===== src/rtl/core/scc_pkg.sv =====
// scc_pkg: shared constants, types and helpers for the seam cumulative cost block
// used by scc_line_buf, scc_cost_unit and seam_cumulative_cost_top; no dependencies
`default_nettype none

package scc_pkg;

  localparam int MAX_WIDTH   = 2048;
  localparam int COL_BITS    = $clog2(MAX_WIDTH);
  localparam int WIDTH_BITS  = 12;
  localparam int ENERGY_BITS = 16;
  localparam int COST_BITS   = 32;

  typedef logic [COL_BITS-1:0]    col_t;
  typedef logic [WIDTH_BITS-1:0]  width_t;
  typedef logic [ENERGY_BITS-1:0] energy_t;
  typedef logic [COST_BITS-1:0]   cost_t;

  // write request into the line buffer
  typedef struct packed {
    logic  en;
    col_t  addr;
    cost_t data;
  } lb_wr_t;

  // base-row mode and which previous-row neighbors take part in the minimum
  typedef struct packed {
    logic base_row;
    logic use_left;
    logic use_right;
  } cost_sel_t;

  // width register clamped to 1..MAX_WIDTH
  function automatic width_t eff_width(input width_t w);
    width_t r;
    r = w;
    if (w == '0) begin
      r = width_t'(1);
    end else if (w > width_t'(MAX_WIDTH)) begin
      r = width_t'(MAX_WIDTH);
    end
    return r;
  endfunction

endpackage

`default_nettype wire


===== src/rtl/core/scc_cost_unit.sv =====
// scc_cost_unit: three-way minimum over the previous row plus energy, saturating, or energy alone
// on a base row; combinational; uses scc_pkg
`default_nettype none

module scc_cost_unit (
  input  wire scc_pkg::energy_t   energy,
  input  wire scc_pkg::cost_t     same_cost,
  input  wire scc_pkg::cost_t     left_cost,
  input  wire scc_pkg::cost_t     right_cost,
  input  wire scc_pkg::cost_sel_t sel,
  output scc_pkg::cost_t          cost
);

  scc_pkg::cost_t                 best_lr;
  scc_pkg::cost_t                 best;
  logic [scc_pkg::COST_BITS:0]    sum;

  always_comb begin
    best_lr = same_cost;
    if (sel.use_left && (left_cost < best_lr)) begin
      best_lr = left_cost;
    end
    best = best_lr;
    if (sel.use_right && (right_cost < best)) begin
      best = right_cost;
    end
    sum = {1'b0, best} + (scc_pkg::COST_BITS + 1)'(energy);
    if (sel.base_row) begin
      cost = scc_pkg::COST_BITS'(energy);
    end else if (sum[scc_pkg::COST_BITS]) begin
      cost = '1;
    end else begin
      cost = sum[scc_pkg::COST_BITS-1:0];
    end
  end

endmodule

`default_nettype wire


===== config.mk =====
export PLATFORM = sky130hd
export DESIGN_NAME = scc_cost_unit
export DESIGN_NICKNAME = d
export VERILOG_FILES = /design/src/rtl/core/scc_pkg.sv /design/src/rtl/core/scc_cost_unit.sv
export SDC_FILE = /design/constraint.sdc
export NUM_CORES = 1
export LEC_CHECK = 0
export BUFFER_PORTS_ARGS = -buffer_cell sky130_fd_sc_hd__clkbuf_2
export CAP_MARGIN = 40
export CORE_MARGIN = 2
export CORE_UTILIZATION = 58
export DETAILED_ROUTE_END_ITERATION = 6
export PLACE_DENSITY_LB_ADDON = 0.25
export SLEW_MARGIN = 20
export SYNTH_ARGS = -nofsm -noshare
export SYNTH_HDL_FRONTEND = slang
export SYNTH_SLANG_ARGS = --single-unit

===== constraint.sdc =====
create_clock -name vclk -period 21.9
set_input_delay 4.38 -clock vclk [all_inputs]
set_output_delay 4.38 -clock vclk [all_outputs]
set_load 0.03 [all_outputs]

### After elaboration in Yosys (flattened, before gate mapping)

Index checks and enable logic that the tools add are counted.

| cells by class | value |
|---|---|
| add/subtract/negate cells | 1 |
| magnitude comparators | 2 |
| mux-type cells | 4 |
| reduce and logical (&&, ||, !) cells | 2 |

Operator list:

| operator | number |
|---|---|
| $mux 32 | 4 |
| $lt 32x32->1 | 2 |
| $add 32x16->33 | 1 |
| $logic_and 1x1->1 | 2 |

| word-level totals | value |
|---|---|
| flip-flop bits (word level) | 0 |
| bits of input ports | 115 |
| output and inout port bits | 32 |
| logic and storage cells | 9 |

### Longest topological paths before layout

Gate-level depths: netlist (run 1).

| logic depth | value |
|---|---|
| word-level depth | 9 |
| mapped depth | 40 |

### Least setup slack after synthesis (run 1)

No wires, ideal clock.

| timing | value |
|---|---|
| kind | input -> output |
| start point | input port same_cost[25] |
| end point | output port cost[26] |
| arrival time | 12.016 ns |
| required time | 17.520 ns |
| slack | 5.504 ns |
| stages | 38 |
| cells stage by stage | inv_1 -> ha_1 -> a21o_1 -> a221o_1 -> a221oi_4 -> o21ai_2 -> a21oi_4 -> buf_6 -> clkbuf_1 -> clkbuf_1 -> nor2_1 -> a21oi_1 -> ha_1 -> a211o_1 -> a311oi_1 -> nand2_1 -> a2111o_1 -> o211ai_2 -> [... 2 more ...] -> buf_2 -> buf_2 -> nand2_1 -> o21ai_0 -> ha_1 -> inv_1 -> fa_1 -> nor2b_1 -> o21ai_0 -> a21oi_1 -> o21a_1 -> o21ai_0 -> a211o_1 -> and2_1 -> buf_1 -> nor3_4 -> a21boi_0 -> a311oi_1 |

| between the ends | value |
|---|---|
| longest elaborated chain between the ends | 9 |

RTL lines:

| element | RTL line | RTL |
|---|---|---|
| from (decl) | scc_cost_unit.sv:7 | `input wire scc_pkg::cost_t same_cost,` |
| $lt 32x32->1 | scc_cost_unit.sv:20 | `if (sel.use_left && (left_cost < best_lr)) begin` |
| $logic_and 1x1->1 | scc_cost_unit.sv:20 |  |
| $mux 32 * | scc_cost_unit.sv:20 |  |
| $lt 32x32->1 | scc_cost_unit.sv:24 | `if (sel.use_right && (right_cost < best)) begin` |
| $logic_and 1x1->1 | scc_cost_unit.sv:24 |  |
| $mux 32 * | scc_cost_unit.sv:24 |  |
| $add 32x16->33 * | scc_cost_unit.sv:27 | `sum = {1'b0, best} + (scc_pkg::COST_BITS + 1)'(energy);` |
| $mux 32 * | scc_cost_unit.sv:30 | `end else if (sum[scc_pkg::COST_BITS]) begin` |
| $mux 32 * | scc_cost_unit.sv:28 | `if (sel.base_row) begin` |
| to (decl) | scc_cost_unit.sv:11 | `output scc_pkg::cost_t cost` |

Every way passes the cells marked *; elsewhere a longest branch is shown, timed or not.

### Worst setup path after layout (run 1)

| timing | value |
|---|---|
| start point | input port same_cost[19] |
| end point | output port cost[14] |

The elaborated chain is that of the path after synthesis.

==> results by group, run 1 <==
Outcome
  • Outcome: complete, no violations

Worst hold path
  • WHS Endpoint: cost[4]
  • Worst hold start: energy[4]
  • Hold Crit Class: primary input to output pin
  • Min-Delay Path Depth: 4

Clock tree
  • CTS resizes: 0
  • Cts-stage hold buffer count: 0
  • Setup Fix Bufs, Post-CTS: 0

Final layout
  • ANT cells: 0
  • Num sequential: 0
  • Register area: 0 um2
  • Layout cell share with drive strength beyond 1: 0.225
  • Most frequent cells in the layout: clkbuf_2, ha_1, nand2_1, a21oi_1, nor2_1
  • Most common cell after layout, fill and taps aside: clkbuf_2
  • Clock buffers: 0
  • Fin nets: 943
  • Design area: 4930 um2
  • P&R area growth vs syn: 17.9%

Global routing
  • Pin count of the biggest net entering global routing: 87
  • Routing usage on met2: 0.642
  • All-Layer GR Usage: 0.346
  • Global-route wire length before repair: 22100 um
  • Global routing usage on met3: 0.0196
  • Vias in the first global route: roughly 5000
  • Busiest grt layer: met2
  • Global route overflow: 0
  • Initial antenna violation count: 0
  • Grt met1 use: 0.398

Place
  • Pre-CTS WS: 4.46 ns
  • Dpl hpwl: 11800 um
  • Routability cong.: 0.989
  • IO Port Bufs: 147
  • DP Area: 4930 um2

Setup path
  • CP Capture Type: output pin
  • CP Launch Type: primary input
  • Crit-path max cell delay: between 0.6 and 0.7 ns
  • Crit path top cell by count: o21ai_0
  • Worst Path Required: 17.52 ns
  • WP data arrival: about 13 ns
  • CP max stage cell: a221oi_1
  • Crit path kind: primary input to output pin
  • CP Max Fanout: 86

Timing
  • Achievable Freq: ~57 MHz
  • Final period utilization: 0.807
  • Final setup violation count: 0
  • Slew Limit Fails: 0
  • RSZ-0062 raised after global routing: false
  • Final hold violations: 0
  • Tmin final: 17.67 ns
  • TNS Setup: 0 ns
  • Worst relative slew slack: 0.479
  • Final worst slack: roughly 4.2 ns
  • Least-Margin Pin Slew: 0.779 ns

Yosys
  • Post-synthesis sequential area ratio: 0
  • Post-Syn Area: 4180 um2
  • Syn Area/Cell: 6.72 um2
  • Syn Inst Count: ~620
  • Mapped Nets: 817
  • Yosys Warn Count: 0
  • Synth cell types: 59

Drt
  • Vias/cell: about 6.3
  • DRT antenna net count: 0
  • Routed len/inst: about 17 um
  • Initial DRT Pass Iterations: 5
  • DR DRC count: 0
  • Routed WL: 14200 um
  • Total number of vias: 5290
  • Detailed Route Iter0 Violations: around 360

Die
  • Ports: about 150
  • Core footprint: 6870 um2
  • Initial Utilization: 0.608
  • Full die area: between 7000 and 8000 um2
  • Rows: 30
  • Die Y-Extent: 88.9 um
  • Die W: 88.9 um

Power
  • Leakage power: 2.48 nW
  • Int Pwr: about 0.000073 W
  • Gate power share: 1.000
  • Seq pwr share: 0
  • Max VDD drop: 0.0172 mV
  • Clock Power Share: 0
  • Sw frac: 0.625
  • P per Cell Area: ~40 nW/um2
  • Psw: 0.000121 W

Flow run
  • Number of max-cap violations: 0
## routing by layer
metal  routed length [um]  part of all wire
met5                    0                 0
met2                 6730              0.47
met3                  964             0.068
met1                 5690              0.40
met4                  830             0.058
## power groups by stage
stage	clock network (W)	registers, W	logic, W
6_report	0	0	0.000194
5_1_grt	0	0	0.000213
4_1_cts	0	0	0.000191
3_5_place_dp	0	0	0.000190
3_3_place_gp	0	0	0.000186
2_1_floorplan	0	0	0.000140
## final cells by class
class              count  area (um2)
inverters             44         165
fillers              631        1940
multi-input cells    553        3890
well taps             96         120
repair buffers       149         751
## Yosys cell counts, types with 5 or more instances
| master | number | area share |
|---|---|---|
| inv_1 | 44 | 0.040 |
| o21ai_0 | 43 | 0.051 |
| xor2_1 | 7 | 0.015 |
| buf_2 | 8 | 0.0096 |
| nor3_1 | 8 | 0.0096 |
| a21oi_1 | 66 | 0.079 |
| and2_1 | 8 | 0.012 |
| a21o_1 | 11 | 0.020 |
| nor2b_1 | 6 | 0.0090 |
| a31oi_1 | 17 | 0.025 |
| xnor2_1 | 14 | 0.029 |
| ha_1 | 79 | 0.24 |
| nand2_1 | 67 | 0.060 |
| and4_1 | 11 | 0.023 |
| a2bb2oi_1 | 9 | 0.019 |
| and3_1 | 5 | 0.0075 |
| mux2i_1 | 25 | 0.060 |
| nor2_1 | 59 | 0.053 |
| o21a_1 | 10 | 0.018 |
| clkbuf_1 | 9 | 0.0081 |
| nand3_1 | 21 | 0.025 |
| or3_1 | 5 | 0.0075 |
| nand4_1 | 21 | 0.031 |
## worst max path at each step
stage                             start  endpoint  slack [ns]  cells past startpoint
after CTS                 same_cost[25]  cost[15]        4.45                     34
final                     same_cost[19]  cost[14]        4.23                     34
after global placement    same_cost[25]  cost[15]        4.85                     34
after global routing      same_cost[19]  cost[15]        3.62                     34
after floorplan           same_cost[25]  cost[26]        5.50                     38
after detailed placement  same_cost[25]  cost[15]        4.46                     34
## cell families after synthesis
family | share of synthesized area
muxes | 0.0713
xor gates and xnor gates | 0.0440
adders and majority gates | 0.241
buffers and inverters | 0.0707
AOI/OAI and AO/OA | 0.313
and+or+nand+nor | 0.260
## worst max-delay path, delay by kind of cell
family | cells | cell delay (ns)
mux | 1 | 0.52
simple gates | 8 | 1.85
buf+inv | 6 | 1.60
fa+ha+maj | 4 | 1.25
compound gates | 15 | 3.63
## per-stage QoR
step	instances	hold slack, ns	utilization	power, W
floorplan	622	8.96	-	0.000140
global placement	842	9.12	0.717	0.000186
detailed placement	842	9.12	0.717	0.000190
CTS	842	9.13	0.717	0.000191
global route	842	9.15	0.717	0.000213
finish	842	9.13	0.717	0.000194
Note: power is estimated with default switching activity, not from simulation.
==> run 2, diff against run 1 <==
--- a/config.mk
+++ b/config.mk
@@ -8,7 +8,7 @@
 export BUFFER_PORTS_ARGS = -buffer_cell sky130_fd_sc_hd__clkbuf_2
 export CAP_MARGIN = 40
 export CORE_MARGIN = 2
-export CORE_UTILIZATION = 58
+export CORE_UTILIZATION = 54
 export DETAILED_ROUTE_END_ITERATION = 6
 export PLACE_DENSITY_LB_ADDON = 0.25
 export SLEW_MARGIN = 20
==> constraint.sdc (replaced) <==
create_clock -name vclk -period 18.2
set_input_delay 3.64 -clock vclk [all_inputs]
set_output_delay 3.64 -clock vclk [all_outputs]
set_load 0.03 [all_outputs]
==> run 2 against run 1 <==
Effect of this change: power is 20% higher; largest power group unchanged; cell count is 0.83% higher; first-iteration DRC count is 57% lower; largest cell class unchanged; highest routed layer unchanged; sequential cell count stayed put; sequential share of layout area stayed put.
==> results by group, run 2 (synthesis results as in run 1) <==
Outcome
  • Outcome: complete, no violations (unchanged)

Global routing
  • Initial antenna violation count: 0 (unchanged)
  • Global-route wire length before repair: 22400 um (was 22100 um)
  • All-Layer GR Usage: 0.314 (was 0.346)
  • Global route overflow: 0 (unchanged)
  • Vias in the first global route: 5066 (was 4976)
  • Pin count of the biggest net entering global routing: 87 (unchanged)

Timing
  • Least-Margin Pin Slew: 0.763 ns (was 0.779 ns)
  • TNS Setup: 0 ns (unchanged)
  • Slew Limit Fails: 0 (unchanged)
  • Final period utilization: 0.862
  • Final setup violation count: 0 (unchanged)
  • Achievable Freq: 63.8 MHz
  • RSZ-0062 raised after global routing: false (unchanged)
  • Worst relative slew slack: 0.490 (was 0.479)
  • Tmin final: approximately 16 ns
  • Final hold violations: 0 (unchanged)

Setup path
  • Buf/Inv on CP: 7 (was 6)
  • CP Launch Type: primary input (unchanged)
  • CP Max Fanout: 86 (unchanged)
  • Worst Path Required: 14.56 ns (was 17.52 ns)
  • CP Capture Type: output pin (unchanged)
  • Crit path top cell by count: o21ai_0 (unchanged)
  • Crit-path leading delay family: compound AO/OA/AOI/OAI gates (unchanged)
  • WP data arrival: 12.04 ns (was 13.29 ns)
  • Crit path kind: primary input to output pin (unchanged)
  • CP max stage cell: buf_4 (was a221oi_1)
  • Crit-path max cell delay: 0.62 ns (was 0.67 ns)

Drt
  • Routed WL: 13600 um (was 14200 um)
  • DR DRC count: 0 (unchanged)
  • Routed len/inst: 16.0 um (was 16.9 um)
  • DRT antenna net count: 0 (unchanged)
  • Initial DRT Pass Iterations: 5 (unchanged)
  • Total number of vias: 5143 (was 5290)
  • Detailed Route Iter0 Violations: 153 (was 356)
  • Vias/cell: 6.06 (was 6.28)

Clock tree
  • Cts-stage hold buffer count: 0 (unchanged)
  • Setup Fix Bufs, Post-CTS: 0 (unchanged)
  • CTS resizes: 0 (unchanged)

Place
  • IO Port Bufs: 147 (unchanged)
  • Placed insts: 848 (was 842)
  • DP Area: 4940 um2 (was 4930 um2)
  • Dpl hpwl: 11500 um (was 11800 um)
  • Routability cong.: 0.990 (was 0.989)

Final layout
  • Layout cell share with drive strength beyond 1: 0.226 (was 0.225)
  • Num sequential: 0 (unchanged)
  • Fin nets: 944 (was 943)
  • Fillers: 731 (was 631)
  • ANT cells: 0 (unchanged)
  • Post-Layout Cell Count: 849 (was 842)
  • Design area: 4960 um2 (was 4930 um2)
  • Area of the multi-input gates: 3890 um2 (unchanged)
  • Clock buffers: 0 (unchanged)
  • Most common cell after layout, fill and taps aside: clkbuf_2 (unchanged)
  • Most frequent cells in the layout: clkbuf_2, ha_1, nand2_1, a21oi_1, nor2_1 (unchanged)
  • P&R area growth vs syn: 18.8% (was 17.9%)
  • Register area: 0 um2 (unchanged)

Power
  • Gate power share: 1.000 (about the same)
  • P per Cell Area: 47.0 nW/um2 (was 39.4 nW/um2)
  • Psw: 0.000145 W (was 0.000121 W)
  • Leakage power: 2.50 nW (was 2.48 nW)
  • Clock Power Share: 0 (about the same)
  • Seq pwr share: 0 (about the same)
  • Int Pwr: 0.0000886 W (was 0.0000729 W)
  • Max VDD drop: 0.0183 mV (was 0.0172 mV)
  • Sw frac: 0.620 (was 0.625)

Die
  • Rows: 32 (was 30)
  • Full die area: 8460 um2 (was 7900 um2)
  • Die Y-Extent: 92.0 um (was 88.9 um)
  • Die W: 92.0 um (was 88.9 um)
  • Core footprint: 7610 um2 (was 6870 um2)
  • Ports: 147 (unchanged)
  • Initial Utilization: 0.549 (was 0.608)

Worst hold path
  • Hold Crit Class: primary input to output pin (unchanged)

Flow run
  • Number of max-cap violations: 0 (unchanged)
-- run 2: cell count changes in the layout (fill, tap and decap cells not counted) --
cell	previous run	this run
buf_16	0	1
-- run 2: worst paths after layout --
kind | start | end | slack [ns] | depth (start not counted)
min | energy[4] | cost[4] | 7.65 | 4
max | same_cost[25] | cost[29] | 2.52 | 36
-- run 2: layout make-up --
class / instances / share of cell area
well taps: 102 / 0.0257
inverters: 44 / 0.0333
repair buffers: 150 / 0.157
multi-input cells: 553 / 0.784
-- run 2: layer usage --
layer	global-route usage	wire length [um]	up-vias
li1	-	-	2581
met1	0.364	5580	2284
met2	0.585	6490	225
met3	0.0173	790	53
met4	0.149	742	0
met5	0	0	-
-- run 2: power groups by stage --
stage	clock network, W	logic [W]	registers, W
6_report	0	0.000233	0
5_1_grt	0	0.000257	0
4_1_cts	0	0.000230	0
3_5_place_dp	0	0.000228	0
3_3_place_gp	0	0.000224	0
2_1_floorplan	0	0.000168	0
-- run 2: per-stage QoR --
step / util / hold slack (ns) / setup slack [ns] / power (W)
detailed placement: 0.649 / 7.65 / 2.31 / 0.000228
global route: 0.652 / 7.68 / 1.89 / 0.000257
floorplan: - / 7.48 / 3.28 / 0.000168
CTS: 0.649 / 7.65 / 2.31 / 0.000230
finish: 0.652 / 7.65 / 2.52 / 0.000233
global placement: 0.649 / 7.65 / 2.62 / 0.000224
